[src/sv/gbz_pkg.sv]
`timescale 1ns / 1ps
// ----------------------------------------------------------------------------
// gbz_pkg
// Shared constants, types and helpers of the 7x7 zero-border Gaussian blur.
// ----------------------------------------------------------------------------
package gbz_pkg;

  localparam int MAX_WIDTH = 1024;
  localparam int RING_ROWS = 16;
  localparam int RING_BITS = 4;
  localparam int KHALF     = 3;
  localparam int CW        = $clog2(MAX_WIDTH);
  localparam int WW        = $clog2(MAX_WIDTH + 1);
  localparam int HW        = 12;
  localparam int NW        = WW + HW;
  localparam int ADDR_W    = $clog2(RING_ROWS * MAX_WIDTH);
  localparam int ACC_W     = 30;
  localparam int PROD_W    = ACC_W + 24;
  localparam int CFG_IW    = 3;

  localparam logic [CFG_IW-1:0] REG_WIDTH  = 3'd0;
  localparam logic [CFG_IW-1:0] REG_HEIGHT = 3'd1;
  localparam logic [CFG_IW-1:0] REG_W0     = 3'd2;
  localparam logic [CFG_IW-1:0] REG_W1     = 3'd3;
  localparam logic [CFG_IW-1:0] REG_W2     = 3'd4;
  localparam logic [CFG_IW-1:0] REG_W3     = 3'd5;
  localparam logic [CFG_IW-1:0] REG_NORM   = 3'd6;

  typedef struct packed {
    logic [WW-1:0] width;
    logic [HW-1:0] height;
    logic [7:0]    w0;
    logic [7:0]    w1;
    logic [7:0]    w2;
    logic [7:0]    w3;
    logic [23:0]   norm;
  } cfg_t;

  typedef struct packed {
    logic [HW-1:0] row;
    logic [CW-1:0] col;
    logic          last;
  } job_t;

  typedef struct packed {
    logic              we;
    logic [ADDR_W-1:0] addr;
    logic [7:0]        data;
  } mem_wr_t;

  typedef struct packed {
    logic q_full;
    logic q_empty;
    logic back_idle;
  } status_t;

  // 1-D weight for a tap step of 0..6 across the window
  function automatic logic [7:0] weight_sel(input cfg_t c, input logic [2:0] t);
    logic [7:0] w;
    case (t)
      3'd3:       w = c.w0;
      3'd2, 3'd4: w = c.w1;
      3'd1, 3'd5: w = c.w2;
      default:    w = c.w3;
    endcase
    return w;
  endfunction

endpackage

[src/sv/gbz_queue.sv]
`timescale 1ns / 1ps
// ----------------------------------------------------------------------------
// gbz_queue
// Two-entry job queue between the front and the back.
// ----------------------------------------------------------------------------
module gbz_queue (
  input  logic          clk,
  input  logic          rst_n,
  input  logic          push,
  input  gbz_pkg::job_t push_job,
  input  logic          pop,
  output gbz_pkg::job_t head,
  output logic          full,
  output logic          empty
);

  gbz_pkg::job_t ent_r [2];
  logic [1:0]    cnt_r, cnt_nxt;
  logic          rd_r, wr_r;

  assign full  = (cnt_r == 2'd2);
  assign empty = (cnt_r == 2'd0);
  assign head  = ent_r[rd_r];

  always_comb begin
    cnt_nxt = cnt_r + 2'(push) - 2'(pop);
  end

  always_ff @(posedge clk) begin
    if (!rst_n) begin
      cnt_r <= 2'd0;
      rd_r  <= 1'b0;
      wr_r  <= 1'b0;
    end else begin
      cnt_r <= cnt_nxt;
      if (push) wr_r <= ~wr_r;
      if (pop)  rd_r <= ~rd_r;
    end
  end

  always_ff @(posedge clk) begin
    if (push) begin
      ent_r[wr_r] <= push_job;
    end
  end

endmodule

[config.mk]
export PLATFORM = sky130hd
export DESIGN_NAME = gbz_queue
export DESIGN_NICKNAME = d
export VERILOG_FILES = /design/src/sv/gbz_pkg.sv /design/src/sv/gbz_queue.sv
export SDC_FILE = /design/constraint.sdc
export NUM_CORES = 1
export LEC_CHECK = 0
export BUFFER_PORTS_ARGS = -buffer_cell sky130_fd_sc_hd__buf_2
export CAP_MARGIN = 20
export CORE_MARGIN = 3
export CORE_UTILIZATION = 54
export DETAILED_ROUTE_END_ITERATION = 6
export PLACE_DENSITY = 0.82
export SETUP_SLACK_MARGIN = 0.02
export SLEW_MARGIN = 20
export SYNTH_ARGS = -nofsm -noshare
export SYNTH_HDL_FRONTEND = slang
export SYNTH_SLANG_ARGS = --single-unit
[constraint.sdc]
create_clock -name clk -period 3.3 [get_ports clk]
set_input_delay 0.33 -clock clk [delete_from_list [all_inputs] [get_ports clk]]
set_output_delay 0.33 -clock clk [all_outputs]
set_load 0.01 [all_outputs]
* Yosys cells after proc, flatten, opt, wreduce, memory -nomap -nowiden
Memory sizes are Yosys's and may differ from the RTL's. A register that Yosys moved wholly into a read port is not among the register bits.
Cells that the tools add are included.
** Storage, ports and cells
- Bits in registers :: 4
- Memory bits (writable) :: 46
- Input bits :: 27
- Output and inout bits :: 25
- Logic and storage cells :: 14
- Memories :: 1
** Memories
- ent_r :: depth 2, width 23, read ports 1, clocked after Yosys merged registers in 1, wr ports 1, line gbz_queue.sv:17 : gbz_pkg::job_t ent_r [2];
** Cells by class
- $add $sub $neg :: 2
- Eq/ne operators :: 1
- Muxes and demuxes :: 4
- Bitwise gates (word level) :: 2
- Reductions and logical operators :: 1
** Operator list (number)
- $mux 1 :: 4
- $add 2x1->2 :: 1
- $eq 2x2->1 const B :: 1
- $logic_not 2->1 :: 1
- $not 1->1 :: 2
- $sub 2x1->2 :: 1

* Logic depth before layout (Yosys ltp)
Gate-level depths: netlist of the first run.
- Word-level depth :: 3
- Gate-level depth with buffers :: 6
- Gate-level depth less buffers :: 6

* Worst setup path before layout of the first run
No wires, ideal clock.
- Path kind :: in2reg
- From :: input push
- To :: memory ent_r[0][0] (netlist name) (enable)
- Library setup time :: 407 ps
- Data arrival time :: 1424 ps
- Data required time :: 2893 ps
- Path slack :: 1469 ps
- Cell stages on the path :: 1
- Path buffers :: 0
- Cell sequence :: nor2b_1
** Between the ends
- Longest elaborated chain between the ends :: 2
** RTL lines
- from (decl) :: line gbz_queue.sv:9 : input logic push,
- $mux 1 :: line gbz_queue.sv:42 : if (push) begin
- $mux 1 (implied by the code) :: line gbz_queue.sv:43 : ent_r[wr_r] <= push_job;
- to (decl) :: line gbz_queue.sv:17
Every way passes these cells.

==> results by group, run 1 <==
GRT
  – Overall Global Routing Usage: 14.92%
  – Grt met2 use: ~28%
  – GRT overflow: 0
  – Largest net degree at the start of global routing: 24
  – M1 GR Usage: 16.41%
  – First-pass GRT wire length: 4685 um
  – Vias in the first global route: 1,029
  – Initial antenna violation count: 0
  – GRT Max-Usage Layer: met2
  – Met3 usage: 3.077%

STA
  – Slew @ Worst Pin: 1.022 ns
  – Max Fclk: 448.7 MHz
  – Rel. slew slack: a little under a third
  – Final Max Tran Viols: 0
  – Setup TNS: 0 ns
  – Count of final setup violators: 0
  – Clk_skew: 0.007553 ns
  – Fin. Hold Viols: 0
  – Crit path time final: 2.229 ns
  – Min Hold Slack: 0.1661 ns
  – Tcrit/Tclk final: between 60 and 70%
  – Unrepaired setup endpoints after global routing: no

Synth
  – Mapped Area: 1888 um^2
  – Largest family of logic cells by synthesized area: multiplexers
  – Multiplexer share of the synthesized area: 13.72%
  – Yosys reg bits: 51
  – Ys Warns: 0
  – Post-Synth Adder-Cell Area: approximately 1.3%
  – Syn nets: 121
  – Sequential area share after synthesis: between 70% and 80%
  – Mean Syn Cell Area: 20.52 um^2
  – Syn Inst Count: 92
  – Compound-gate portion of the synthesized area: 0.3976%
  – Synth cell types: 12
  – Post-Synth Simple-Gate Area: 2.850%
  – Post-synthesis xor/xnor area fraction: 1.657%

Setup path
  – CP cell instances: mux2_2 -> buf_2
  – Reg-to-Reg Start: wr_r
  – Worst Path Arrival: between 1.5 and 2 ns
  – CP Buf/Inv Count: 1
  – R2R cell count: 1
  – WS Path Type: flip-flop to primary output
  – FF-to-FF End: ent_r[1][0]
  – Critical Path RT: 2.97 ns
  – FF-to-FF setup slack: 1.74 ns
  – Worst Path Max Fanout: 23
  – Critical path endpoint category: primary output
  – Crit-path slowest cell: dfxtp_1
  – Crit start category: flip-flop
  – Slowest stage delay, CP: 0.99 ns
  – CP top delay family: flip-flops

Worst hold path
  – Worst min path class: primary input to flip-flop
  – Worst Hold Depth: 1
  – Hold Startpoint: push_job[7]
  – Hold Path Sink: ent_r[1][7]

Power and ir drop
  – P per Cell Area: around 520 nW/um^2
  – Leakage power: 0.8595 nW
  – VDD IR-drop max: 0.3893 mV

Clock network
  – Worst skew pair latency: 0.34 ns
  – Post-cts sizing count: 0
  – Clock sinks: 51
  – Cts hold-fix bufs: 0
  – Setup bufs post-CTS: 0
  – CTS root buf: clkbuf_4
  – CTS tree: done
  – H-Tree Depth: 2
  – CTS max path bufs: 2
  – TritonCTS Buffers: 5
  – Clock transition at path regs: 0.13 ns

Layout
  – Synth-to-Final Area Change: 18.36%
  – Register area: between 1000 and 1500 um^2
  – Filler cell count: 248
  – Post-route cell area: 2235 um^2
  – Most common cell after layout, fill and taps aside: buf_2
  – Share of post-route cells with drive strength above 1: 54.00%
  – Most frequent cells in the layout: buf_2, edfxtp_1, mux2_2, dfxtp_1, clkbuf_4
  – Number of diodes: 0
  – Final net count: 178
  – Multi-input gate area: 379.1 um^2
  – Final non-filler cell total: 194

Floorplanning
  – Die Width: between 60 and 70 um
  – Starting Density: 58.95%
  – Die area: ~4200 um^2
  – Placement row count: 20
  – Die span in y: approximately 65 um
  – I/O pins: 52
  – Core area: 3203 um^2

Drt
  – Antenna-violating nets left: 0
  – Detailed Route WL: 2846 um
  – DRT iter0 DRCs: 28
  – WL per Instance: ~15 um
  – Routed vias: 946
  – DRC errors left: 0
  – Via density: between 4 and 5
  – DRT Pass-1 Iters: 3

Flow run
  – Max Cap Viol: 0

Outcome
  – Status: finished clean

Placement
  – Final Wtd Congestion: slightly below 0.7
  – Placement Cell Area: 2186 um^2
  – Dpl cells: 186
  – Detailed placement HPWL: 2034 um
  – IO Port Bufs: 51
[final cells by class]
| class | count | share of cell area (%) |
|---|---|---|
| clock buffer | 6 | 1.848 |
| tap | 44 | 2.464 |
| inverter | 2 | 0.3359 |
| timing repair buffer | 52 | 11.76 |
| multi-input combinational | 37 | 16.97 |
| sequential | 51 | 66.29 |
| clock inverter | 2 | 0.3359 |
[kinds of logic (layout without fill, tap and decap cells)]
group	Yosys count	after routing
xor+xnor	2	2
mux	23	23
flops	51	51
compound gates	1	1
simple gates	9	9
fa+ha+maj	2	2
buf+inv	4	62
[registers in the layout, summed over array words and instances (netlist names), named ones only]
name,count
cnt_r,2
ent_r,46
rd_r,1
wr_r,1
[layer usage]
metal / share of wire, % / vias up
met2: 59 / 21
li1: - / 464
met4: 0.74 / 0
met5: 0 / -
met3: 3.6 / 2
met1: 36 / 459
[metrics by stage]
stage | total power, mW | setup slack (ns) | utilization, %
2_1_floorplan | 0.8735 | 1.469 | -
3_3_place_gp | 0.9311 | 1.440 | 68.24
3_5_place_dp | 0.9402 | 1.409 | 68.24
4_1_cts | 1.184 | 1.015 | 69.77
5_1_grt | 1.222 | 0.8912 | 69.77
6_report | 1.168 | 1.071 | 69.77
[power breakdown]
part	total [mW]	switching, mW	internal, mW
clock	0.246	0.167	0.0794
combinational	0.154	0.0691	0.0847
sequential	0.768	0.0228	0.745
[how the worst max path moves through the flow]
stage / end / slack (ns) / depth (start not counted)
floorplan: ent_r[0][0] / 1.47 / 1
global placement: head[13] / 1.44 / 2
detailed placement: head[0] / 1.41 / 2
CTS: head[0] / 1.02 / 2
global route: head[2] / 0.89 / 2
finish: head[0] / 1.07 / 2
[Yosys cell counts]
cell      instances  area [um^2]
mux2_2           23        259.0
inv_1             2        7.510
and2_1            4        25.02
edfxtp_1         46         1381
nor2b_1           4        25.02
nor2_1            1        3.750
o21a_1            1        7.510
xor2_1            1        8.760
ha_1              2        25.02
buf_6             2        22.52
xnor3_1           1        22.52
dfxtp_1           5        100.1
(Power assumes the default switching activity.)
==> inputs of run 2 (changes only) <==
--- a/config.mk
+++ b/config.mk
@@ -8,9 +8,9 @@
 export BUFFER_PORTS_ARGS = -buffer_cell sky130_fd_sc_hd__buf_2
 export CAP_MARGIN = 20
 export CORE_MARGIN = 3
-export CORE_UTILIZATION = 54
+export CORE_UTILIZATION = 46
 export DETAILED_ROUTE_END_ITERATION = 6
-export PLACE_DENSITY = 0.82
+export PLACE_DENSITY = 0.74
 export SETUP_SLACK_MARGIN = 0.02
 export SLEW_MARGIN = 20
 export SYNTH_ARGS = -nofsm -noshare
==> constraint.sdc (replaced) <==
create_clock -name clk -period 1.9 [get_ports clk]
set_input_delay 0.19 -clock clk [delete_from_list [all_inputs] [get_ports clk]]
set_output_delay 0.19 -clock clk [all_outputs]
set_load 0.01 [all_outputs]
==> run 2 against run 1 <==
Clock-buffer cell count unchanged. Highest routed layer unchanged. Non-clock buffer count increased by 4. Power is 100% higher. Final cell count grew 4.1%. Sequential share of layout area decreased by 3.3 points. Hold slack got worse by 0.089 ns.
==> results by group, run 2 (synthesized netlist as in run 1, its figures left out) <==
Clock network
  – CTS max path bufs: 2
  – H-Tree Depth: 2
  – Worst skew pair latency: 0.29 ns
  – CTS root buf: clkbuf_8
  – TritonCTS Buffers: 5
  – Setup bufs post-CTS: 0
  – Post-cts sizing count: 0
  – Cts hold-fix bufs: 0
  – CTS tree: done
  – Clock sinks: 51
  – Clock transition at path regs: 0.09 ns

Layout
  – Register area: 1481 um^2
  – Share of post-route cells with drive strength above 1: 57.14%
  – Final net count: roughly 180
  – Max reg flops: between 40 and 50
  – Synth-to-Final Area Change: 24.52%
  – Most flops, register: ent_r
  – Top Registers: ent_r: 46 flops, cnt_r: 2 flops
  – Most common cell after layout, fill and taps aside: buf_2
  – Most frequent cells in the layout: buf_2, edfxtp_1, mux2_2, clkbuf_8, dfxtp_1
  – Number of diodes: 0
  – Final non-filler cell total: a little over 200
  – Multi-input gate area: 379.1 um^2
  – Filler cell count: 286

Floorplanning
  – Die Width: 70.07 um
  – Die area: 4909 um^2
  – I/O pins: 52
  – Placement row count: 22
  – Die span in y: 70.07 um
  – Core area: 3799 um^2
  – Starting Density: 49.70%

Drt
  – DRT iter0 DRCs: 87
  – Via density: 4.886
  – Detailed Route WL: 3039 um
  – WL per Instance: 15.04 um
  – Routed vias: 987
  – Antenna-violating nets left: 0
  – DRC errors left: 0
  – DRT Pass-1 Iters: 4

Setup path
  – Crit-path slowest cell: dfxtp_1
  – Worst Path Max Fanout: 10
  – Slowest stage delay, CP: between 0.5 and 0.6 ns
  – Reg-to-Reg Start: cnt_r[0]
  – WS Path Type: flip-flop to primary output
  – FF-to-FF setup slack: 0.65 ns
  – Critical path endpoint category: primary output
  – Critical Path RT: 1.71 ns
  – FF-to-FF End: cnt_r[1]
  – CP cell instances: buf_4 -> mux2_2 -> buf_2
  – Crit start category: flip-flop
  – Worst Path Arrival: 1.56 ns
  – R2R cell count: 6

STA
  – Fin. Hold Viols: 0
  – Unrepaired setup endpoints after global routing: no
  – Crit path time final: between 1.5 and 2 ns
  – Setup TNS: 0 ns
  – Slew @ Worst Pin: 0.3760 ns
  – Max Fclk: 570.5 MHz
  – Count of final setup violators: 0
  – Final Max Tran Viols: 0
  – Rel. slew slack: 74.93%
  – Min Hold Slack: 0.07670 ns
  – Tcrit/Tclk final: slightly above 90%
  – Setup ws final: ~0.15 ns
  – Clk_skew: 0.003070 ns

GRT
  – Initial antenna violation count: 0
  – M1 GR Usage: roughly 15%
  – Overall Global Routing Usage: between 10% and 20%
  – GRT Max-Usage Layer: met2
  – Grt met2 use: a little under a quarter
  – First-pass GRT wire length: 5057 um
  – Vias in the first global route: 1,071
  – Met3 usage: 5.180%
  – Largest net degree at the start of global routing: 18
  – GRT overflow: 0

Placement
  – Detailed placement HPWL: between 2000 and 2500 um
  – IO Port Bufs: just over 50
  – Worst slack, placed: around 0.44 ns
  – Dpl cells: 194
  – Final Wtd Congestion: 0.7074

Flow run
  – Max Cap Viol: 0

Power and ir drop
  – VDD IR-drop max: ~0.59 mV
  – P per Cell Area: between 1000 and 1500 nW/um^2
  – Leakage power: 0.9170 nW
  – Total power: 2.363 mW

Worst hold path
  – Hold Path Sink: ent_r[0][4]
  – Worst Hold Depth: 1
  – Hold Startpoint: push_job[4]
  – Worst min path class: primary input to flip-flop

Outcome
  – Status: finished clean
## run 2: cell count changes in the layout (fill, tap and decap cells not counted), sizes merged
cell	before	now
clkinv	2	1
buf	52	56
bufinv	0	1
## run 2: metrics by stage
step | cell area [um^2] | utilization (%)
detailed placement | 2233 | 58.79
finish | 2351 | 61.89
floorplan | 1888 | -
CTS | 2351 | 61.89
global route | 2351 | 61.89
global placement | 2233 | 58.79
## run 2: how the worst max path moves through the flow
stage | startpoint | endpoint | slack [ns] | depth (start not counted)
after floorplan | wr_r | ent_r[0][0] | 0.11 | 1
after global placement | flip-flop | head[9] | 0.49 | 3
after detailed placement | flip-flop | head[5] | 0.44 | 3
after CTS | flip-flop | head[5] | 0.11 | 3
after global routing | flip-flop | head[5] | 0.06 | 3
final | flip-flop | head[5] | 0.15 | 3
## run 2: area by class of cell
cell class	count	area share (%)
Multi-Input combinational cell	37	16.13
Timing Repair Buffer	56	12.99
Tap cell	48	2.555
Clock buffer	6	3.513
Clock inverter	2	1.490
Inverter	2	0.3193
Sequential cell	51	63.01
## run 2: report_power, final
group	internal [mW]	switching (mW)
Combinational	0.158	0.138
Clock	0.426	0.321
Sequential	1.29	0.0267
## run 2: layer usage
layer / vias up / share of wire, %
li1: 470 / -
met1: 475 / 40
met2: 34 / 52
met3: 8 / 6.5
met4: 0 / 1.8
met5: - / 0
## run 2: critical path, delay by kind of cell (launching register included)
family / cells / cell delay, ns
buffers and inverters: 2 / 0.40
multiplexers: 1 / 0.36
flip-flops: 1 / 0.51
