### src/sv/gbz_pkg.sv
`timescale 1ns / 1ps
// ----------------------------------------------------------------------------
// gbz_pkg
// Shared constants, types and helpers of the 7x7 zero-border Gaussian blur.
// ----------------------------------------------------------------------------
package gbz_pkg;

  localparam int MAX_WIDTH = 1024;
  localparam int RING_ROWS = 16;
  localparam int RING_BITS = 4;
  localparam int KHALF     = 3;
  localparam int CW        = $clog2(MAX_WIDTH);
  localparam int WW        = $clog2(MAX_WIDTH + 1);
  localparam int HW        = 12;
  localparam int NW        = WW + HW;
  localparam int ADDR_W    = $clog2(RING_ROWS * MAX_WIDTH);
  localparam int ACC_W     = 30;
  localparam int PROD_W    = ACC_W + 24;
  localparam int CFG_IW    = 3;

  localparam logic [CFG_IW-1:0] REG_WIDTH  = 3'd0;
  localparam logic [CFG_IW-1:0] REG_HEIGHT = 3'd1;
  localparam logic [CFG_IW-1:0] REG_W0     = 3'd2;
  localparam logic [CFG_IW-1:0] REG_W1     = 3'd3;
  localparam logic [CFG_IW-1:0] REG_W2     = 3'd4;
  localparam logic [CFG_IW-1:0] REG_W3     = 3'd5;
  localparam logic [CFG_IW-1:0] REG_NORM   = 3'd6;

  typedef struct packed {
    logic [WW-1:0] width;
    logic [HW-1:0] height;
    logic [7:0]    w0;
    logic [7:0]    w1;
    logic [7:0]    w2;
    logic [7:0]    w3;
    logic [23:0]   norm;
  } cfg_t;

  typedef struct packed {
    logic [HW-1:0] row;
    logic [CW-1:0] col;
    logic          last;
  } job_t;

  typedef struct packed {
    logic              we;
    logic [ADDR_W-1:0] addr;
    logic [7:0]        data;
  } mem_wr_t;

  typedef struct packed {
    logic q_full;
    logic q_empty;
    logic back_idle;
  } status_t;

  // 1-D weight for a tap step of 0..6 across the window
  function automatic logic [7:0] weight_sel(input cfg_t c, input logic [2:0] t);
    logic [7:0] w;
    case (t)
      3'd3:       w = c.w0;
      3'd2, 3'd4: w = c.w1;
      3'd1, 3'd5: w = c.w2;
      default:    w = c.w3;
    endcase
    return w;
  endfunction

endpackage

### src/sv/gbz_if.sv
`timescale 1ns / 1ps
// ----------------------------------------------------------------------------
// gbz_if
// Valid/ready channels of the blur: pixel input, result output, register write.
// ----------------------------------------------------------------------------
interface gbz_in_if;
  logic       valid;
  logic       ready;
  logic       req_type;
  logic [7:0] pixel_in;
  modport source (output valid, req_type, pixel_in, input ready);
  modport sink   (input valid, req_type, pixel_in, output ready);
endinterface


interface gbz_cfg_if;
  logic                           valid;
  logic                           ready;
  logic [gbz_pkg::CFG_IW-1:0]     index;
  logic [31:0]                    data;
  modport source (output valid, index, data, input ready);
  modport sink   (input valid, index, data, output ready);
endinterface

### src/sv/gbz_front.sv
`timescale 1ns / 1ps
// ----------------------------------------------------------------------------
// gbz_front
// Register bank, raster counters, line store writes and output scheduling.
// ----------------------------------------------------------------------------
module gbz_front (
  input  logic              clk,
  input  logic              rst_n,
  gbz_in_if.sink            in_if,
  gbz_cfg_if.sink           cfg_if,
  input  gbz_pkg::status_t  stat,
  output gbz_pkg::cfg_t     cfg,
  output gbz_pkg::mem_wr_t  wr,
  output logic              push,
  output gbz_pkg::job_t     push_job
);

  logic [10:0] width_raw_r;
  logic [11:0] height_raw_r;
  logic [7:0]  w0_r, w1_r, w2_r, w3_r;
  logic [23:0] norm_r;

  logic [gbz_pkg::WW-1:0] w_eff;
  logic [gbz_pkg::HW-1:0] h_eff;
  logic [gbz_pkg::NW-1:0] n_eff, lag_eff;

  logic [gbz_pkg::CW-1:0] col_r, col_nxt, ocol_r, ocol_nxt;
  logic [gbz_pkg::HW-1:0] row_r, row_nxt, orow_r, orow_nxt;
  logic [gbz_pkg::NW-1:0] rcv_r, rcv_nxt, oc_r, oc_nxt;
  logic [gbz_pkg::NW-1:0] rcv_inc;

  logic accept, cfg_wr, geom_wr, drain, is_pix, emit, last;

  always_comb begin
    if (width_raw_r == 11'd0) begin
      w_eff = gbz_pkg::WW'(1);
    end else if (32'(width_raw_r) > gbz_pkg::MAX_WIDTH) begin
      w_eff = gbz_pkg::WW'(gbz_pkg::MAX_WIDTH);
    end else begin
      w_eff = gbz_pkg::WW'(width_raw_r);
    end
    h_eff = (height_raw_r == 12'd0) ? 12'd1 : height_raw_r;
  end

  // frame size and output lag follow the geometry registers at once
  assign n_eff   = gbz_pkg::NW'(w_eff) * gbz_pkg::NW'(h_eff);
  assign lag_eff = gbz_pkg::NW'(w_eff) * gbz_pkg::NW'(3) + gbz_pkg::NW'(4);

  assign cfg = '{width: w_eff, height: h_eff, w0: w0_r, w1: w1_r, w2: w2_r, w3: w3_r,
                 norm: norm_r};

  // a new frame waits until the back no longer reads the ring
  assign in_if.ready  = !stat.q_full &&
                        !((rcv_r == '0) && !(stat.q_empty && stat.back_idle));
  assign cfg_if.ready = 1'b1;

  assign accept  = in_if.valid && in_if.ready;
  assign cfg_wr  = cfg_if.valid && cfg_if.ready;
  assign geom_wr = cfg_wr && ((cfg_if.index == gbz_pkg::REG_WIDTH) ||
                              (cfg_if.index == gbz_pkg::REG_HEIGHT));

  assign rcv_inc = rcv_r + 1'b1;
  assign drain   = (rcv_r >= n_eff);
  assign is_pix  = !drain && !in_if.req_type;
  assign emit    = accept && (drain || (is_pix && ((rcv_inc >= n_eff) ||
                                                   (rcv_inc >= oc_r + lag_eff))));
  assign last    = (oc_r == n_eff - 1'b1);

  assign wr.we   = accept && is_pix;
  assign wr.addr = gbz_pkg::ADDR_W'(row_r[gbz_pkg::RING_BITS-1:0]) *
                   gbz_pkg::ADDR_W'(gbz_pkg::MAX_WIDTH) + gbz_pkg::ADDR_W'(col_r);
  assign wr.data = in_if.pixel_in;

  assign push     = emit;
  assign push_job = '{row: orow_r, col: ocol_r, last: last};

  always_comb begin
    col_nxt  = col_r;
    row_nxt  = row_r;
    rcv_nxt  = rcv_r;
    oc_nxt   = oc_r;
    ocol_nxt = ocol_r;
    orow_nxt = orow_r;
    if (accept && is_pix) begin
      rcv_nxt = rcv_inc;
      if (gbz_pkg::WW'(col_r) == w_eff - 1'b1) begin
        col_nxt = '0;
        row_nxt = row_r + 1'b1;
      end else begin
        col_nxt = col_r + 1'b1;
      end
    end
    if (emit) begin
      oc_nxt = oc_r + 1'b1;
      if (gbz_pkg::WW'(ocol_r) == w_eff - 1'b1) begin
        ocol_nxt = '0;
        orow_nxt = orow_r + 1'b1;
      end else begin
        ocol_nxt = ocol_r + 1'b1;
      end
    end
    // restart on end of frame or geometry change
    if ((emit && last) || geom_wr) begin
      col_nxt  = '0;
      row_nxt  = '0;
      rcv_nxt  = '0;
      oc_nxt   = '0;
      ocol_nxt = '0;
      orow_nxt = '0;
    end
  end

  always_ff @(posedge clk) begin
    if (!rst_n) begin
      width_raw_r  <= 11'd512;
      height_raw_r <= 12'd512;
      w0_r         <= 8'd64;
      w1_r         <= 8'd39;
      w2_r         <= 8'd9;
      w3_r         <= 8'd1;
      norm_r       <= 24'd165;
      col_r        <= '0;
      row_r        <= '0;
      rcv_r        <= '0;
      oc_r         <= '0;
      ocol_r       <= '0;
      orow_r       <= '0;
    end else begin
      col_r  <= col_nxt;
      row_r  <= row_nxt;
      rcv_r  <= rcv_nxt;
      oc_r   <= oc_nxt;
      ocol_r <= ocol_nxt;
      orow_r <= orow_nxt;
      if (cfg_wr) begin
        case (cfg_if.index)
          gbz_pkg::REG_WIDTH:  width_raw_r  <= cfg_if.data[10:0];
          gbz_pkg::REG_HEIGHT: height_raw_r <= cfg_if.data[11:0];
          gbz_pkg::REG_W0:     w0_r         <= cfg_if.data[7:0];
          gbz_pkg::REG_W1:     w1_r         <= cfg_if.data[7:0];
          gbz_pkg::REG_W2:     w2_r         <= cfg_if.data[7:0];
          gbz_pkg::REG_W3:     w3_r         <= cfg_if.data[7:0];
          gbz_pkg::REG_NORM:   norm_r       <= cfg_if.data[23:0];
          default: ;
        endcase
      end
    end
  end

endmodule

### src/flat_wrapper.sv
// flat-port wrapper written by rule: the top's interface ports become plain ports
module gbz_front_flat 
  (clk, rst_n, stat, cfg, wr, push, push_job, in_if_valid, in_if_req_type, in_if_pixel_in, in_if_ready, cfg_if_valid, cfg_if_index, cfg_if_data, cfg_if_ready);
  gbz_in_if in_if_i ();
  gbz_cfg_if cfg_if_i ();
  input  logic clk;
  input  logic rst_n;
  input  gbz_pkg::status_t stat;
  output gbz_pkg::cfg_t cfg;
  output gbz_pkg::mem_wr_t wr;
  output logic push;
  output gbz_pkg::job_t push_job;
  input wire logic [$bits(in_if_i.valid)-1:0] in_if_valid;
  input wire logic [$bits(in_if_i.req_type)-1:0] in_if_req_type;
  input wire logic [$bits(in_if_i.pixel_in)-1:0] in_if_pixel_in;
  output wire logic [$bits(in_if_i.ready)-1:0] in_if_ready;
  input wire logic [$bits(cfg_if_i.valid)-1:0] cfg_if_valid;
  input wire logic [$bits(cfg_if_i.index)-1:0] cfg_if_index;
  input wire logic [$bits(cfg_if_i.data)-1:0] cfg_if_data;
  output wire logic [$bits(cfg_if_i.ready)-1:0] cfg_if_ready;
  assign in_if_i.valid = in_if_valid;
  assign in_if_i.req_type = in_if_req_type;
  assign in_if_i.pixel_in = in_if_pixel_in;
  assign in_if_ready = in_if_i.ready;
  assign cfg_if_i.valid = cfg_if_valid;
  assign cfg_if_i.index = cfg_if_index;
  assign cfg_if_i.data = cfg_if_data;
  assign cfg_if_ready = cfg_if_i.ready;
  gbz_front u_core (.clk(clk), .rst_n(rst_n), .in_if(in_if_i), .cfg_if(cfg_if_i), .stat(stat), .cfg(cfg), .wr(wr), .push(push), .push_job(push_job));
endmodule
### config.mk
export PLATFORM = sky130hd
export DESIGN_NAME = gbz_front_flat
export DESIGN_NICKNAME = d
export VERILOG_FILES = /design/src/sv/gbz_pkg.sv /design/src/sv/gbz_if.sv /design/src/sv/gbz_front.sv /design/src/flat_wrapper.sv
export SDC_FILE = /design/constraint.sdc
export NUM_CORES = 1
export LEC_CHECK = 0
export BUFFER_PORTS_ARGS = -buffer_cell sky130_fd_sc_hd__clkbuf_2
export CAP_MARGIN = 20
export CELL_PAD_IN_SITES_DETAIL_PLACEMENT = 0
export CELL_PAD_IN_SITES_GLOBAL_PLACEMENT = 2
export CORE_AREA = 2 2 214 216
export DETAILED_ROUTE_END_ITERATION = 12
export DIE_AREA = 0 0 216 218
export PLACE_DENSITY = 0.92
export SLEW_MARGIN = 20
export SYNTH_ARGS = -nofsm -noshare
export SYNTH_HDL_FRONTEND = slang
export SYNTH_SLANG_ARGS = --single-unit
export TNS_END_PERCENT = 20
### constraint.sdc
create_clock -name clk -period 12.89 [get_ports clk]
set_input_delay 1.9335 -clock clk [delete_from_list [all_inputs] [get_ports clk]]
set_output_delay 1.9335 -clock clk [all_outputs]
set_load 0.05 [all_outputs]
======== Yosys cells after proc, flatten, opt, wreduce, memory -nomap -nowiden ========
Cells that the tools add are included.
word-level totals
  bits of input ports ..................... 51
  output and inout bits ................... 128
  logic and storage cells ................. 78
  flip-flop bits (word level) ............. 169
operators by class
  eq/ne operators ......................... 9
  multipliers ............................. 2
  $lt $le $gt $ge ......................... 4
  multiplexer cells ....................... 5
  reduce and logical (&&, ||, !) cells .... 33
  add/subtract/negate cells ............... 11
  bitwise operators ....................... 1
operator list
  operator                                               count
  greater-or-equal comparator 23 bit                     3
  adder 23 x 1 -> 23 bit, second input constant          2
  adder 12 x 1 -> 12 bit, second input constant          2
  adder 23 bit                                           1
  == test 23 bit                                         1
  logical NOT 23 bit                                     1
  multiplier 11 x 12 -> 23 bit                           1
  subtractor 23 x 1 -> 23 bit, second input constant     1
  == test 10 x 11 -> 1 bit                               2
  two-way mux 11 bit                                     2
  adder 10 x 1 -> 10 bit, second input constant          2
  two-way mux 10 bit                                     2
  AND reduction 2 bit                                    9
  adder 13 x 3 -> 14 bit, second input constant          1
  adder 14 x 10 -> 14 bit                                1
  multiplier 11 x 2 -> 13 bit, second input constant     1
  logical NOT 12 bit                                     1
  two-way mux 12 bit                                     1
  greater-than comparator 11 bit, second input constant  1
  logical NOT 11 bit                                     1
  subtractor 11 x 1 -> 11 bit, second input constant     1
  logical AND 1 bit                                      10
  == test 3 bit, second input constant                   3
  == test 3 x 2 -> 1 bit, second input constant          2
  6 further kinds                                        13

======== Depth between registers and ports, before layout ========
  depth after elaboration ................. 14
  mapped depth ............................ 39
  depth with buffers taken out ............ 36

======== Least setup slack after synthesis ========
OpenSTA, ideal clock, no wires.
  path type ............................... flip-flop to output port
  start ................................... register u_core.width_raw_r[4]
  end ..................................... output wr[22] (netlist name)
  buffers on the path ..................... 2
  data arrival time ....................... 8737 ps
  stages on the path, launching flop included .. 32
  setup slack ............................. 2219 ps
  required time ........................... 10957 ps
  cells stage by stage .................... dfxtp_1 > nor4_1 > nand3_1 > o21ai_0 > and2_1 > clkbuf_1 > nand2_1 > fa_1 > fa_1 > inv_1 > fa_1 > fa_1 > inv_1 > fa_1 > inv_1 > ha_1 > and3_4 > and2_1 > o21a_2 > or2_4 > a211oi_2 > inv_1 > ha_1 > and3_1 > o2111ai_1 > o211ai_1 > maj3_2 > a221oi_2 > nor4_2 > or4_1 > inv_1 > buf_2
RTL lines
  item                      line                source
  start: declaration        gbz_front.sv:18     logic [10:0] width_raw_r;
  start signal: assignment  gbz_front.sv:137    gbz_pkg::REG_WIDTH: width_raw_r <= cfg_if.data[10:0];
  end: declaration          flat_wrapper.sv:10  output gbz_pkg::mem_wr_t wr;

==> impl_metrics.yaml <==
run_status:
  status: "finished clean"
place:
  placed_area_um2: 17400
  dp_hpwl_um: 36300
  place_inst: 2652
  portBuffers: 153
  gp_congestion: 0.873
pwr:
  powerDensity_nw_per_um2: 69.5
  power.leakage_nw: 8.10
  total_power_mw: 1.25
  ir_worst_vdd_uv: 126
final_layout:
  final_nets: 2389
  final_cells: 2684
  multi_input_area_um2: 12000
  final_layout_size_suffix_gt1_share_pct: 12.7
  num-fill-cells: 4656
  design_area_um2: 18000
  area_growth_pct: 10.2
  antenna_cells: 0
  regArea_um2: 3220
logic_synthesis:
  yosysSeqAreaShare_pct: 19.7
  synthArstFlopShare_pct: 0
  synth_nets: 2316
  synth_area_um2: 16400
  syn_inst: 1998
  synth_edf_count: 0
  syn-mean-instance-area_um2: 8.19
  ys.flop_type: "dfxtp_1"
  ys_types: 99
  ys_ff_latch: 161
  synth_warnings: 0
die:
  ioPinCount: 179
  core_um2: 44900
  core.rowCount: 78
  dieArea_um2: 47100
  initial_core_util_pct: 36.5
  die_y_um: 218
  dieWidth_um: 216
sta:
  fmax_mhz: 86.1
  tightest_slew_ns: 0.957
  min_period_over_period_pct: 90.1
  tns_ns: 0
  drv_slew: 0
  post-route-min-period_ns: 11.61
  rsz0062_at_grt: "no"
  relSlewSlack_pct: 35.7
  hold-worst-slack_ns: 0.467
  finalHoldViolCount: 0
  setup_viol: 0
  fin_skew_ns: 0.00862
hold_path:
  worstHoldStart: "u_core.height_raw_r[0]"
  min_path_cells: 2
  hold_path_end: "u_core.height_raw_r[0]"
  holdCritPathClass: "flop to flop"
critical_path:
  worst-path-stages: 33
  required_ns: 10.96
  worstReg2RegEnd: "u_core.orow_r[10]"
  cp_max_fo: 13
  cp-start-kind: "flop"
  crit_path_max_incr_delay_ns: 0.55
  critPathKind: "flop to output pin"
  cpMaxStageDelayCell: "fa_1"
  r2r_cells: 37
  reg2reg_slack_ns: 2.42
  critPathArrivalTime_ns: 9.68
  cp_top_family: "adder cells"
  timing.rr.start: "u_core.width_raw_r[6]"
  worst_setup_path_end_kind: "output pin"
  cp_num_buf_inv: 8
job:
  cap_violations: 0
drt:
  routedWlPerCell_um: 17.3
  firstDrtPassIters: 8
  drt_first_iter_violations: 747
  drc: 0
  wl_um: 46400
  vias_per_cell: 5.30
  ant_nets: 0
  vias: 14200
global_route:
  busiest_layer: "met2"
  use_met1_pct: 24.9
  grt.met2_usage_pct: 33.6
  antenna_found_initial: 0
  use_met3_pct: 4.42
  grt_start_max_net_pins: 81
  grt_pass1_wl_um: 74700
  grt_usage_pct: 19.8
  gr-total-overflow: 0
  grt_pass1_vias: 14100
clocking:
  path_clk_slew_ns: 0.07
  cts_hold_buf: 0
  cts-root-buf: "clkbuf_16"
  cts_tree: "done"
  postCtsResizedCells: 0
  insertion_delay_ns: 0.48
  htreeDepth: 4
  cts_max_path_buffers: 2
  post_cts_buffers: 0
  numCtsBuffers: 17
  clock-sinks: 161
cell families (layout without fill, tap and decap cells):
group | Yosys count | after routing | share of synthesized area, %
XOR/XNOR | 154 | 154 | 8.57
AO/OA/AOI/OAI | 369 | 369 | 16.0
multiplexers | 9 | 9 | 0.573
AND/OR/NAND/NOR | 762 | 762 | 23.3
adder cells (fa/ha/maj) | 270 | 270 | 24.8
other | 1 | 1 | 0.0229
buffers and inverters | 272 | 358 | 7.03
flip-flops | 161 | 161 | 19.7
cell usage after synthesis (4+ instances only):
library cell | n | area, µm²
a211oi_1 | 11 | 82.6
a211oi_2 | 7 | 87.6
a21boi_0 | 71 | 533
a21o_1 | 25 | 188
a21oi_1 | 87 | 435
a31o_2 | 4 | 35.0
a31oi_1 | 8 | 50.1
and2_1 | 69 | 432
and3_1 | 39 | 244
and4_1 | 8 | 70.1
buf_2 | 17 | 85.1
buf_4 | 11 | 82.6
buf_6 | 9 | 101
clkbuf_1 | 73 | 274
dfxtp_1 | 161 | 3220
fa_1 | 91 | 1820
ha_1 | 176 | 2200
inv_1 | 156 | 586
mux2i_1 | 6 | 60.1
nand2_1 | 299 | 1120
nand2b_1 | 11 | 68.8
nand3_1 | 71 | 355
nand3b_1 | 6 | 45.0
nand4_1 | 26 | 163
nor2_1 | 100 | 375
nor2b_1 | 18 | 113
nor3_1 | 27 | 135
nor3_2 | 6 | 60.1
nor4_1 | 11 | 68.8
nor4_2 | 4 | 50.1
o2111ai_1 | 5 | 43.8
o211ai_1 | 15 | 113
o21a_1 | 7 | 52.6
o21ai_0 | 47 | 235
o21ai_1 | 6 | 30.0
o21bai_1 | 7 | 52.6
o31ai_1 | 19 | 143
or2_2 | 7 | 43.8
or3_1 | 17 | 106
or4_1 | 24 | 180
xnor2_1 | 91 | 797
xor2_1 | 59 | 517
through the flow:
stage          setup slack, ns  utilization [%]
3_5_place_dp              1.73             38.8
5_1_grt                  0.748             40.2
4_1_cts                   1.18             40.2
6_report                  1.28             40.2
3_3_place_gp              1.86             38.8
2_1_floorplan             2.22                -
per-layer routing:
metal	vias to the layer above	wire length, µm
met4	0	977
met3	55	2490
li1	6973	-
met2	314	22100
met5	-	0
met1	6892	20800
layout make-up:
| class | count | area share (%) |
|---|---|---|
| well taps | 600 | 4.16 |
| multi-input cells | 1565 | 66.5 |
| clock inverters | 11 | 0.853 |
| inverters | 159 | 3.31 |
| clock buffers | 21 | 2.50 |
| repair buffers | 167 | 4.83 |
| flip-flops and latches | 161 | 17.9 |
power by group:
group | switching (mW) | internal, mW
Combinational | 0.134 | 0.0721
Sequential | 0.00780 | 0.504
Clock | 0.226 | 0.311
Total | 0.368 | 0.886
worst register-to-register path: cells and delay by family (launching register included):
kind                     cells  cell delay (ns)
AO/OA/AOI/OAI                9             2.44
adder cells (fa/ha/maj)      8             3.51
buffers and inverters        9             1.83
AND/OR/NAND/NOR             11             2.16
flip-flops                   1             0.41
worst max path at each step:
stage                                from     end  slack (ns)
global route        u_core.width_raw_r[6]  wr[22]        0.75
global placement    u_core.width_raw_r[6]  wr[22]        1.86
floorplan           u_core.width_raw_r[4]  wr[22]        2.22
detailed placement  u_core.width_raw_r[6]  wr[22]        1.73
CTS                 u_core.width_raw_r[6]  wr[22]        1.18
finish              u_core.width_raw_r[6]  wr[22]        1.28
cell usage in the layout, fill, tap and decap left out, types with 8 or more instances in the layout:
cell type,count
ha_1,176
o211ai_1,15
nand2_1,299
or4_1,24
nand2b_1,11
a21oi_1,87
buf_4,14
nor4_1,11
dfxtp_1,161
nand4_1,26
or3_1,17
nor2b_1,18
and2_1,69
nor2_1,100
a31oi_1,8
xor2_1,59
clkbuf_16,17
fa_1,91
nor3_1,26
nand3_1,71
a21o_1,24
inv_1,156
a21boi_0,71
xnor2_1,91
clkbuf_2,153
and3_1,39
a211oi_1,11
o31ai_1,19
and4_1,8
o21ai_0,47
registers in the layout, summed over array words and instances, names as in the netlist:
| name | flops |
|---|---|
| u_core.w3_r | 8 |
| u_core.w2_r | 8 |
| u_core.w0_r | 8 |
| u_core.norm_r | 24 |
| u_core.w1_r | 8 |
| u_core.ocol_r | 10 |
| u_core.height_raw_r | 12 |
| u_core.rcv_r | 23 |
| u_core.orow_r | 12 |
| u_core.oc_r | 23 |
| u_core.row_r | 4 |
| u_core.col_r | 10 |
| u_core.width_raw_r | 11 |
Power figures use the tool's default switching activity.
