**src/sv/gbz_pkg.sv**
```systemverilog
`timescale 1ns / 1ps
// ----------------------------------------------------------------------------
// gbz_pkg
// Shared constants, types and helpers of the 7x7 zero-border Gaussian blur.
// ----------------------------------------------------------------------------
package gbz_pkg;

  localparam int MAX_WIDTH = 1024;
  localparam int RING_ROWS = 16;
  localparam int RING_BITS = 4;
  localparam int KHALF     = 3;
  localparam int CW        = $clog2(MAX_WIDTH);
  localparam int WW        = $clog2(MAX_WIDTH + 1);
  localparam int HW        = 12;
  localparam int NW        = WW + HW;
  localparam int ADDR_W    = $clog2(RING_ROWS * MAX_WIDTH);
  localparam int ACC_W     = 30;
  localparam int PROD_W    = ACC_W + 24;
  localparam int CFG_IW    = 3;

  localparam logic [CFG_IW-1:0] REG_WIDTH  = 3'd0;
  localparam logic [CFG_IW-1:0] REG_HEIGHT = 3'd1;
  localparam logic [CFG_IW-1:0] REG_W0     = 3'd2;
  localparam logic [CFG_IW-1:0] REG_W1     = 3'd3;
  localparam logic [CFG_IW-1:0] REG_W2     = 3'd4;
  localparam logic [CFG_IW-1:0] REG_W3     = 3'd5;
  localparam logic [CFG_IW-1:0] REG_NORM   = 3'd6;

  typedef struct packed {
    logic [WW-1:0] width;
    logic [HW-1:0] height;
    logic [7:0]    w0;
    logic [7:0]    w1;
    logic [7:0]    w2;
    logic [7:0]    w3;
    logic [23:0]   norm;
  } cfg_t;

  typedef struct packed {
    logic [HW-1:0] row;
    logic [CW-1:0] col;
    logic          last;
  } job_t;

  typedef struct packed {
    logic              we;
    logic [ADDR_W-1:0] addr;
    logic [7:0]        data;
  } mem_wr_t;

  typedef struct packed {
    logic q_full;
    logic q_empty;
    logic back_idle;
  } status_t;

  // 1-D weight for a tap step of 0..6 across the window
  function automatic logic [7:0] weight_sel(input cfg_t c, input logic [2:0] t);
    logic [7:0] w;
    case (t)
      3'd3:       w = c.w0;
      3'd2, 3'd4: w = c.w1;
      3'd1, 3'd5: w = c.w2;
      default:    w = c.w3;
    endcase
    return w;
  endfunction

endpackage

```
**src/sv/gbz_if.sv**
```systemverilog


interface gbz_out_if;
  logic       valid;
  logic       ready;
  logic [7:0] pixel_out;
  logic       last_of_frame;
  modport source (output valid, pixel_out, last_of_frame, input ready);
  modport sink   (input valid, pixel_out, last_of_frame, output ready);
endinterface


```
**src/sv/gbz_back.sv**
```systemverilog
`timescale 1ns / 1ps
// ----------------------------------------------------------------------------
// gbz_back
// Walks the 49 window taps of one job through the line store, accumulates,
// scales by the reciprocal and holds the result for the output channel.
// ----------------------------------------------------------------------------
module gbz_back (
  input  logic                        clk,
  input  logic                        rst_n,
  input  gbz_pkg::cfg_t               cfg,
  input  logic                        q_empty,
  input  gbz_pkg::job_t               q_head,
  output logic                        pop,
  output logic                        idle,
  output logic [gbz_pkg::ADDR_W-1:0]  raddr,
  input  logic [7:0]                  rdata,
  gbz_out_if.source                   out_if
);

  localparam logic [2:0] ST_IDLE  = 3'd0;
  localparam logic [2:0] ST_RUN   = 3'd1;
  localparam logic [2:0] ST_FLUSH = 3'd2;
  localparam logic [2:0] ST_MUL   = 3'd3;
  localparam logic [2:0] ST_OUT   = 3'd4;

  logic [2:0] state_r, state_nxt;
  logic [2:0] ty_r, tx_r;
  gbz_pkg::job_t job_r;

  logic                          s1_en_r, s1_tap_r, s2_en_r;
  logic [15:0]                   s1_wp_r;
  logic [23:0]                   s2_p_r;
  logic [gbz_pkg::ACC_W-1:0]     acc_r;
  logic [gbz_pkg::PROD_W-1:0]    prod_r;
  logic [7:0]                    pix_r;
  logic                          last_r, out_valid_r;

  logic signed [gbz_pkg::HW+1:0] rr;
  logic signed [gbz_pkg::CW+2:0] cc;
  logic                          tap_ok, run, end_taps, take;

  function automatic logic [15:0] weight_mult(input gbz_pkg::cfg_t c,
                                              input logic [2:0] y, input logic [2:0] x);
    return 16'(gbz_pkg::weight_sel(c, y)) * 16'(gbz_pkg::weight_sel(c, x));
  endfunction

  assign idle = (state_r == ST_IDLE);
  assign pop  = idle && !q_empty;
  assign run  = (state_r == ST_RUN);
  assign end_taps = (ty_r == 3'd6) && (tx_r == 3'd6);
  assign take = out_if.valid && out_if.ready;

  always_comb begin
    rr = $signed({2'b00, job_r.row}) + $signed((gbz_pkg::HW+2)'(ty_r))
         - (gbz_pkg::HW+2)'(gbz_pkg::KHALF);
    cc = $signed({3'b000, job_r.col}) + $signed((gbz_pkg::CW+3)'(tx_r))
         - (gbz_pkg::CW+3)'(gbz_pkg::KHALF);
    tap_ok = (rr >= 0) && (rr < $signed({2'b00, cfg.height})) &&
             (cc >= 0) && (cc < $signed((gbz_pkg::CW+3)'(cfg.width)));
    raddr = gbz_pkg::ADDR_W'(rr[gbz_pkg::RING_BITS-1:0]) *
            gbz_pkg::ADDR_W'(gbz_pkg::MAX_WIDTH) + gbz_pkg::ADDR_W'(cc[gbz_pkg::CW-1:0]);
  end

  always_comb begin
    state_nxt = state_r;
    case (state_r)
      ST_IDLE:  if (!q_empty) state_nxt = ST_RUN;
      ST_RUN:   if (end_taps) state_nxt = ST_FLUSH;
      ST_FLUSH: if (!s1_en_r && !s2_en_r) state_nxt = ST_MUL;
      ST_MUL:   state_nxt = ST_OUT;
      ST_OUT:   if (!out_valid_r) state_nxt = ST_IDLE;
      default:  state_nxt = ST_IDLE;
    endcase
  end

  always_ff @(posedge clk) begin
    if (!rst_n) begin
      state_r     <= ST_IDLE;
      ty_r        <= 3'd0;
      tx_r        <= 3'd0;
      s1_en_r     <= 1'b0;
      s2_en_r     <= 1'b0;
      out_valid_r <= 1'b0;
    end else begin
      state_r <= state_nxt;
      s1_en_r <= run;
      s2_en_r <= s1_en_r;
      if (run) begin
        if (tx_r == 3'd6) begin
          tx_r <= 3'd0;
          ty_r <= end_taps ? 3'd0 : ty_r + 3'd1;
        end else begin
          tx_r <= tx_r + 3'd1;
        end
      end
      if (state_r == ST_OUT && !out_valid_r) begin
        out_valid_r <= 1'b1;
      end else if (take) begin
        out_valid_r <= 1'b0;
      end
    end
  end

  // tap pipeline: address and weight, then pixel product, then accumulate
  always_ff @(posedge clk) begin
    if (pop) begin
      job_r <= q_head;
      acc_r <= '0;
    end else if (s2_en_r) begin
      acc_r <= acc_r + gbz_pkg::ACC_W'(s2_p_r);
    end
    s1_tap_r <= tap_ok;
    s1_wp_r  <= weight_mult(cfg, ty_r, tx_r);
    s2_p_r   <= s1_tap_r ? 24'(s1_wp_r) * 24'(rdata) : 24'd0;
    if (state_r == ST_MUL) begin
      prod_r <= gbz_pkg::PROD_W'(acc_r) * gbz_pkg::PROD_W'(cfg.norm);
    end
    if (state_r == ST_OUT && !out_valid_r) begin
      pix_r  <= (|prod_r[gbz_pkg::PROD_W-1:40]) ? 8'hFF : prod_r[39:32];
      last_r <= job_r.last;
    end
  end

  assign out_if.valid         = out_valid_r;
  assign out_if.pixel_out     = pix_r;
  assign out_if.last_of_frame = last_r;

  a_idle_taps_zero: assert property (@(posedge clk) disable iff (!rst_n)
    (state_r == ST_IDLE) |-> (ty_r == 3'd0 && tx_r == 3'd0))
    else $error("tap counters not at origin while idle");

  a_mul_after_drain: assert property (@(posedge clk) disable iff (!rst_n)
    (state_r == ST_MUL) |-> (!s1_en_r && !s2_en_r))
    else $error("scaling started before the tap pipeline drained");

  a_run_follows_pop: assert property (@(posedge clk) disable iff (!rst_n)
    pop |=> (state_r == ST_RUN && ty_r == 3'd0 && tx_r == 3'd0))
    else $error("job popped without starting the tap walk");

endmodule
```
**src/flat_wrapper.sv**
```systemverilog
// flat-port wrapper written by rule: the top's interface ports become plain ports
module gbz_back_flat 
  (clk, rst_n, cfg, q_empty, q_head, pop, idle, raddr, rdata, out_if_valid, out_if_pixel_out, out_if_last_of_frame, out_if_ready);
  gbz_out_if out_if_i ();
  input  logic clk;
  input  logic rst_n;
  input  gbz_pkg::cfg_t cfg;
  input  logic q_empty;
  input  gbz_pkg::job_t q_head;
  output logic pop;
  output logic idle;
  output logic [gbz_pkg::ADDR_W-1:0] raddr;
  input  logic [7:0] rdata;
  output wire logic [$bits(out_if_i.valid)-1:0] out_if_valid;
  output wire logic [$bits(out_if_i.pixel_out)-1:0] out_if_pixel_out;
  output wire logic [$bits(out_if_i.last_of_frame)-1:0] out_if_last_of_frame;
  input wire logic [$bits(out_if_i.ready)-1:0] out_if_ready;
  assign out_if_valid = out_if_i.valid;
  assign out_if_pixel_out = out_if_i.pixel_out;
  assign out_if_last_of_frame = out_if_i.last_of_frame;
  assign out_if_i.ready = out_if_ready;
  gbz_back u_core (.clk(clk), .rst_n(rst_n), .cfg(cfg), .q_empty(q_empty), .q_head(q_head), .pop(pop), .idle(idle), .raddr(raddr), .rdata(rdata), .out_if(out_if_i));
endmodule
```
**config.mk**
```make
export PLATFORM = sky130hd
export DESIGN_NAME = gbz_back_flat
export DESIGN_NICKNAME = d
export VERILOG_FILES = /design/src/sv/gbz_pkg.sv /design/src/sv/gbz_if.sv /design/src/sv/gbz_back.sv /design/src/flat_wrapper.sv
export SDC_FILE = /design/constraint.sdc
export NUM_CORES = 2
export LEC_CHECK = 0
export BUFFER_PORTS_ARGS = -buffer_cell sky130_fd_sc_hd__buf_2
export CAP_MARGIN = 20
export CELL_PAD_IN_SITES_DETAIL_PLACEMENT = 2
export CELL_PAD_IN_SITES_GLOBAL_PLACEMENT = 2
export CORE_UTILIZATION = 30
export DETAILED_ROUTE_END_ITERATION = 8
export HOLD_SLACK_MARGIN = 0.08
export PLACE_DENSITY = 0.74
export SETUP_SLACK_MARGIN = 0.1
export SYNTH_ARGS = -nofsm -noshare
export SYNTH_HDL_FRONTEND = slang
export SYNTH_SLANG_ARGS = --single-unit
```
**constraint.sdc**
```tcl
create_clock -name clk -period 20.8 [get_ports clk]
set_clock_uncertainty 0.05 [all_clocks]
set_input_delay 0 -clock clk [delete_from_list [all_inputs] [get_ports clk]]
set_output_delay 0 -clock clk [all_outputs]
set_load 0.05 [all_outputs]
```
[Word-level counts from Yosys, hierarchy flattened]
Index checks and enable logic that the tools add are counted.
Storage, ports and cells
  register bits: 169
  input bits: 114
Operators by class
  muxes and demuxes: 11
  $add $sub $neg: 8
  eq/ne operators: 20
  reductions and logical operators: 21
  $mul: 3
  order comparisons: 4
Operators with widths (count)
  $mul A30 B24 Y54: 1
  $pmux W8 S3: 2
  $add A30 B24 Y30: 1
  $mul A16 B8 Y24: 1
  $eq A3 B3 Y1 const B: 7
  $eq A3 B2 Y1 const B: 6
  $mux W3: 6
  $mul A8 B8 Y16: 1
  $pmux W3 S5: 1
  $add A14 B10 Y14: 1
  $ge A14 B1 Y1 const B: 1
  $lt A14 B13 Y1: 1
  $reduce_or A14 Y1: 1
  $sub A13 B2 Y14 const B: 1
  $add A12 B3 Y13: 1
  $ge A13 B1 Y1 const B: 1
  $lt A13 B12 Y1: 1
  $sub A11 B2 Y12 const B: 1
  $add A10 B3 Y11: 1
  $eq A3 B1 Y1 const B: 3
  $logic_and A1 B1 Y1: 8
  $reduce_or A2 Y1: 4
  $add A3 B1 Y3 const B: 2
  $ne A2 B2 Y1 const B: 3
  other kinds (7): 11

[Depth between registers and ports, before layout]
  depth in word-level cells: 6
  depth in mapped cells: 27
  depth with buffers taken out: 25

[Worst setup path before layout]
No wires, ideal clock.
  path kind: register to register
  start: reg u_core.acc_r[25] (netlist bit)
  end: reg u_core.prod_r[51] (netlist bit) (data pin)
  slack: 13969 ps
  data required time: 20488 ps
  clock period less this slack: 6831 ps
  data arrival time: 6520 ps
  buffers on the path: 2
  stages on the path, launching flop included: 26
  setup time: 262 ps
  cells stage by stage: dfxtp_1 > clkbuf_1 > clkbuf_1 > nand2_1 > fa_1 > inv_1 > fa_1 > inv_1 > fa_1 > inv_1 > fa_1 > fa_1 > fa_1 > inv_1 > fa_1 > inv_1 > ha_1 > a21oi_1 > o21ai_0 > a2111oi_0 > a31oi_1 > a31oi_2 > o31ai_4 > a21oi_1 > o21ai_1 > xor2_1
On the way
  word-level cells in the longest chain between the ends: 1
Ends and longest elaborated chain
  from (decl): line gbz_back.sv:33  | logic [gbz_pkg::ACC_W-1:0] acc_r;
  from (signal assigned): line gbz_back.sv:110  | acc_r <= acc_r + gbz_pkg::ACC_W'(s2_p_r);
  $mul A30 B24 Y54: line gbz_back.sv:116  | prod_r <= gbz_pkg::PROD_W'(acc_r) * gbz_pkg::PROD_W'(cfg.norm);
  to (signal assigned): line gbz_back.sv:116
  to (decl): line gbz_back.sv:34  | logic [gbz_pkg::PROD_W-1:0] prod_r;
No other way between the ends.
A chain may end at the register's enable or synchronous reset.

[Final worst setup path]
  start: reg u_core.acc_r[12] (netlist bit)
  end: reg u_core.prod_r[46] (netlist bit) (data pin)
The elaborated chain is that of the path after synthesis.

==> results.rst <==
.. list-table::
   :header-rows: 1

   * - Metric
     - Value
   * - Worst hold slack
     - 0.1571 ns
   * - Wire length of the first global-routing pass
     - 183600 µm
   * - Max Clock Freq
     - 0.1241 GHz
   * - Post-route total power
     - 3.050 mW
   * - IR Drop Worst-Case VDD
     - 0.1612 mV
   * - Number of pins with negative max-slew slack in the final report
     - 0
   * - Category of the critical setup timing path
     - flop to flop
   * - Maximum count of clock buffers along a single path
     - 2
   * - Sequential power share
     - 11.9%
   * - Final routed DRC violation total
     - 0
   * - Core Rows
     - 126
   * - Accumulated negative setup slack
     - 0 ns
   * - Most common flop cell mapped by yosys
     - sky130_fd_sc_hd__dfxtp_1
   * - Final hold violation count
     - 0
   * - Number of antenna-violating nets in the routed design
     - 0
   * - Placer Congestion
     - 0.8847
   * - Chip Height
     - 347.2 µm
   * - Remaining global-route overflow
     - 0
   * - Count of different cell masters after synthesis
     - 84
   * - Number of antenna violations at the first check in global routing
     - 7
   * - Worst Reg-to-Reg Cells
     - 22
   * - Level count of the clock H-tree
     - 4
   * - PD cells
     - 78.14 nW/µm²
   * - Nature of the critical path endpoint
     - flop
   * - Number of warnings printed during yosys synthesis
     - 0
   * - Final routed wirelength across all metal layers
     - 115100 µm
   * - # nets final
     - 5227
   * - Total setup buffers inserted after CTS
     - 0
   * - TritonCTS Sinks
     - 137
   * - Total standard cell area after synthesis
     - 35750 µm²
   * - WP data arrival
     - 8.24 ns
   * - Fraction of registers with async set or reset after synthesis
     - 0%
   * - Total nets after synthesis
     - 5158
   * - Clock network power share
     - 11.2%
   * - Dpl ws
     - 12.75 ns
   * - Hold Path Origin
     - q_head[0]
   * - Number of CTS-inserted buffers
     - 17
   * - Tightest Pin Transition
     - 1.204 ns
   * - Path category of the worst min-delay check
     - input port to flop
   * - Area after DPL
     - 38070 µm²
   * - Commonest non-fill, non-tap cell in the layout
     - sky130_fd_sc_hd__inv_1
   * - Die Area
     - 120600 µm²
   * - Number of buffer cells added on primary ports
     - 139
   * - Number of cells on the worst hold path
     - 2
   * - Half-perimeter wire length of the detailed placement result
     - 90670 µm
   * - Startpoint type of the worst setup path
     - flop
   * - Worst Setup SP
     - u_core.acc_r[12]
   * - Clk pin slew, worst setup/hold paths
     - 0.07 ns
   * - Fraction of synthesized cell area taken by the top area cell type
     - 41.21%
   * - Hold EP
     - u_core.job_r[0]
   * - Source of the worst register-to-register timing path
     - u_core.acc_r[12]
   * - Switching power of the nets
     - 1.533 mW
   * - Gate power share
     - 76.9%
   * - Chip width
     - 347.2 µm
   * - Leak Pwr
     - 19.60 nW
   * - Worst-Skew Late Latency
     - 0.50 ns
   * - Via count of the first global-routing pass
     - 32548
   * - Outcome
     - finished, final reports clean
   * - Total global routing track utilization
     - 19.67%
   * - Root Driver
     - sky130_fd_sc_hd__clkbuf_16
   * - Required time of the critical path
     - 20.98 ns
   * - Commonest cells after routing, fill and taps aside
     - 894 x sky130_fd_sc_hd__inv_1, 736 x sky130_fd_sc_hd__fa_1, 505 x sky130_fd_sc_hd__nand2_1
   * - Core area
     - 118100 µm²
   * - Via Count
     - 27392
   * - Yosys reg bits
     - 137
   * - Final worst path period share
     - 38.75%
   * - Reg-to-reg slack, setup
     - 12.74 ns
   * - Area contributors post-synth
     - sky130_fd_sc_hd__fa_1 41%, sky130_fd_sc_hd__ha_1 12%, sky130_fd_sc_hd__inv_1 9.4%, sky130_fd_sc_hd__and2_1 7.6%, sky130_fd_sc_hd__nand2_1 5.3%
   * - Starting utilization of the core area
     - 30.28%
   * - Pin count of the biggest net entering global routing
     - 52
   * - Switching portion of total power
     - 50.28%
   * - Final critical delay including setup and external delays
     - 8.061 ns
   * - Count of TritonRoute iterations in the first routing pass
     - 5
   * - Per-cell via count in the routed design
     - 4.900
   * - Number of I/O pins
     - 140
   * - Number of buffers inserted by hold repair at cts
     - 34
   * - Layout area overhead
     - 9.173%
   * - Number of standard cells after synthesis
     - 3972
   * - Clock tree from TritonCTS
     - yes
   * - Number of gates given a new drive strength after cts
     - 0
   * - Non-Filler Cell Area, Final
     - 39030 µm²
   * - Internal portion of total power
     - 1.516 mW
   * - Share of the yosys chip area belonging to registers
     - 9.183%
   * - Setup slack of the critical path after layout
     - 12.74 ns
   * - First DRT Iteration DRCs
     - 957
   * - Final setup violation count
     - 0
   * - RSZ-0062 raised after global routing
     - no
   * - Worst relative slew slack
     - 19.73%
   * - Layout cell share with drive strength beyond 1
     - 6.267%
   * - Reg2reg end
     - u_core.prod_r[46]
   * - Number of synthesized flops with an enable pin
     - 54
   * - Max-cap check violation count
     - 0
   * - Post-synth top area cell
     - sky130_fd_sc_hd__fa_1
   * - Average footprint of a synthesized cell
     - 9.001 µm²
   * - Largest fanout on the critical path
     - 14
   * - Routed WL per cell
     - 20.59 µm
-- final cells by class --
class / instances / area, µm²
timing repair buffer: 215 / 1351
tap: 1536 / 1922
fill: 13212 / 79050
multi-input combinational: 2773 / 28480
sequential: 137 / 3286
inverter: 897 / 3367
clock buffer: 24 / 506.7
clock inverter: 7 / 113.9
antenna: 1 / 2.502
-- kinds of logic (layout without fill, tap and decap cells) --
group / after synthesis / count (layout) / share of synthesized area [%]
simple gates: 1241 / 1241 / 17.26
buf+inv: 1062 / 1143 / 11.15
other cells: 0 / 1 / 0
mux: 19 / 19 / 0.5354
fa+ha+maj: 1072 / 1072 / 52.97
compound gates: 366 / 366 / 7.062
flops: 137 / 137 / 9.183
xor+xnor: 75 / 75 / 1.837
-- sequential cells by signal, summed over array words and instances (netlist names) --
signal,flops
u_core.prod_r,22
u_core.out_if.valid,1
u_core.acc_r,30
u_core.job_r,23
u_core.s1_tap_r,1
u_core.s1_wp_r,16
u_core.s2_en_r,1
u_core.state_r,3
u_core.tx_r,3
u_core.ty_r,3
u_core.s1_en_r,1
u_core.out_if.last_of_frame,1
u_core.out_if.pixel_out,8
u_core.s2_p_r,24
-- worst max-delay path: stages (launching register included) --
cell                        delay (ns)
sky130_fd_sc_hd__dfxtp_1          0.80
sky130_fd_sc_hd__buf_4            0.39
sky130_fd_sc_hd__nand2_1          0.12
sky130_fd_sc_hd__fa_1             0.52
sky130_fd_sc_hd__fa_1             0.56
sky130_fd_sc_hd__inv_1            0.06
sky130_fd_sc_hd__fa_1             0.49
sky130_fd_sc_hd__fa_1             0.58
sky130_fd_sc_hd__fa_1             0.44
sky130_fd_sc_hd__fa_1             0.49
sky130_fd_sc_hd__inv_1            0.05
sky130_fd_sc_hd__fa_1             0.47
sky130_fd_sc_hd__inv_1            0.05
sky130_fd_sc_hd__ha_1             0.37
sky130_fd_sc_hd__nand4_1          0.18
sky130_fd_sc_hd__a21oi_1          0.19
sky130_fd_sc_hd__o2111ai_1        0.12
sky130_fd_sc_hd__a31oi_1          0.55
sky130_fd_sc_hd__a31oi_2          0.34
sky130_fd_sc_hd__o31ai_4          0.44
sky130_fd_sc_hd__nand3_2          0.19
sky130_fd_sc_hd__mux2i_1          0.17
sky130_fd_sc_hd__o311ai_0         0.14
-- cell usage after synthesis, types with 4 or more instances --
master and count:
sky130_fd_sc_hd__a211oi_1 7, sky130_fd_sc_hd__a21boi_0 10, sky130_fd_sc_hd__a21boi_1 4, sky130_fd_sc_hd__a21o_1 48, sky130_fd_sc_hd__a21oi_1 100, sky130_fd_sc_hd__a221o_1 11
sky130_fd_sc_hd__a221oi_1 12, sky130_fd_sc_hd__a22o_1 7, sky130_fd_sc_hd__a31oi_1 12, sky130_fd_sc_hd__and2_1 435, sky130_fd_sc_hd__and3_1 12, sky130_fd_sc_hd__and4_1 4
sky130_fd_sc_hd__clkbuf_1 163, sky130_fd_sc_hd__dfxtp_1 83, sky130_fd_sc_hd__edfxtp_1 54, sky130_fd_sc_hd__fa_1 736, sky130_fd_sc_hd__ha_1 336, sky130_fd_sc_hd__inv_1 894
sky130_fd_sc_hd__mux2i_1 18, sky130_fd_sc_hd__nand2_1 505, sky130_fd_sc_hd__nand2b_1 25, sky130_fd_sc_hd__nand3_1 19, sky130_fd_sc_hd__nand4_1 18, sky130_fd_sc_hd__nand4b_1 4
sky130_fd_sc_hd__nor2_1 131, sky130_fd_sc_hd__nor2b_1 20, sky130_fd_sc_hd__nor3_1 24, sky130_fd_sc_hd__nor4_1 7, sky130_fd_sc_hd__o21a_1 16, sky130_fd_sc_hd__o21ai_0 62
sky130_fd_sc_hd__o21ai_1 7, sky130_fd_sc_hd__o21bai_1 13, sky130_fd_sc_hd__o22ai_1 5, sky130_fd_sc_hd__or2_2 15, sky130_fd_sc_hd__or3_1 6, sky130_fd_sc_hd__xnor2_1 58
sky130_fd_sc_hd__xor2_1 17
-- per-stage QoR --
step	util, %	cells
after floorplan	-	3972
after global placement	32.24	5524
after detailed placement	32.24	5524
after CTS	33.05	5589
after global routing	33.05	5589
final	33.05	5590
-- layer usage --
| layer | part of all wire [%] | global-route usage (%) | wire, µm |
|---|---|---|---|
| met1 | 41 | 23.73 | 46860 |
| met2 | 53 | 36.90 | 61320 |
| met3 | 3.9 | 2.105 | 4431 |
| met4 | 2.1 | 4.804 | 2436 |
| met5 | 0.030 | 0 | 35 |
-- worst max path at each step --
stage | slack (ns) | end | cells past startpoint
after floorplan | 13.97 | u_core.prod_r[51] | 25
after global placement | 12.97 | u_core.prod_r[51] | 22
after detailed placement | 12.75 | u_core.prod_r[46] | 22
after CTS | 12.72 | u_core.prod_r[51] | 22
after global routing | 12.50 | u_core.prod_r[51] | 22
final | 12.74 | u_core.prod_r[46] | 22
-- power by group through the flow --
| stage | Combinational, mW | Clock, mW | Sequential [mW] |
|---|---|---|---|
| after global routing | 2.68 | 0.364 | 0.369 |
| after global placement | 2.28 | 0 | 0.368 |
| after floorplan | 1.78 | 0 | 0.342 |
| after detailed placement | 2.37 | 0 | 0.370 |
| final | 2.34 | 0.341 | 0.364 |
| after CTS | 2.40 | 0.357 | 0.364 |
Power figures use the tool's default switching activity.
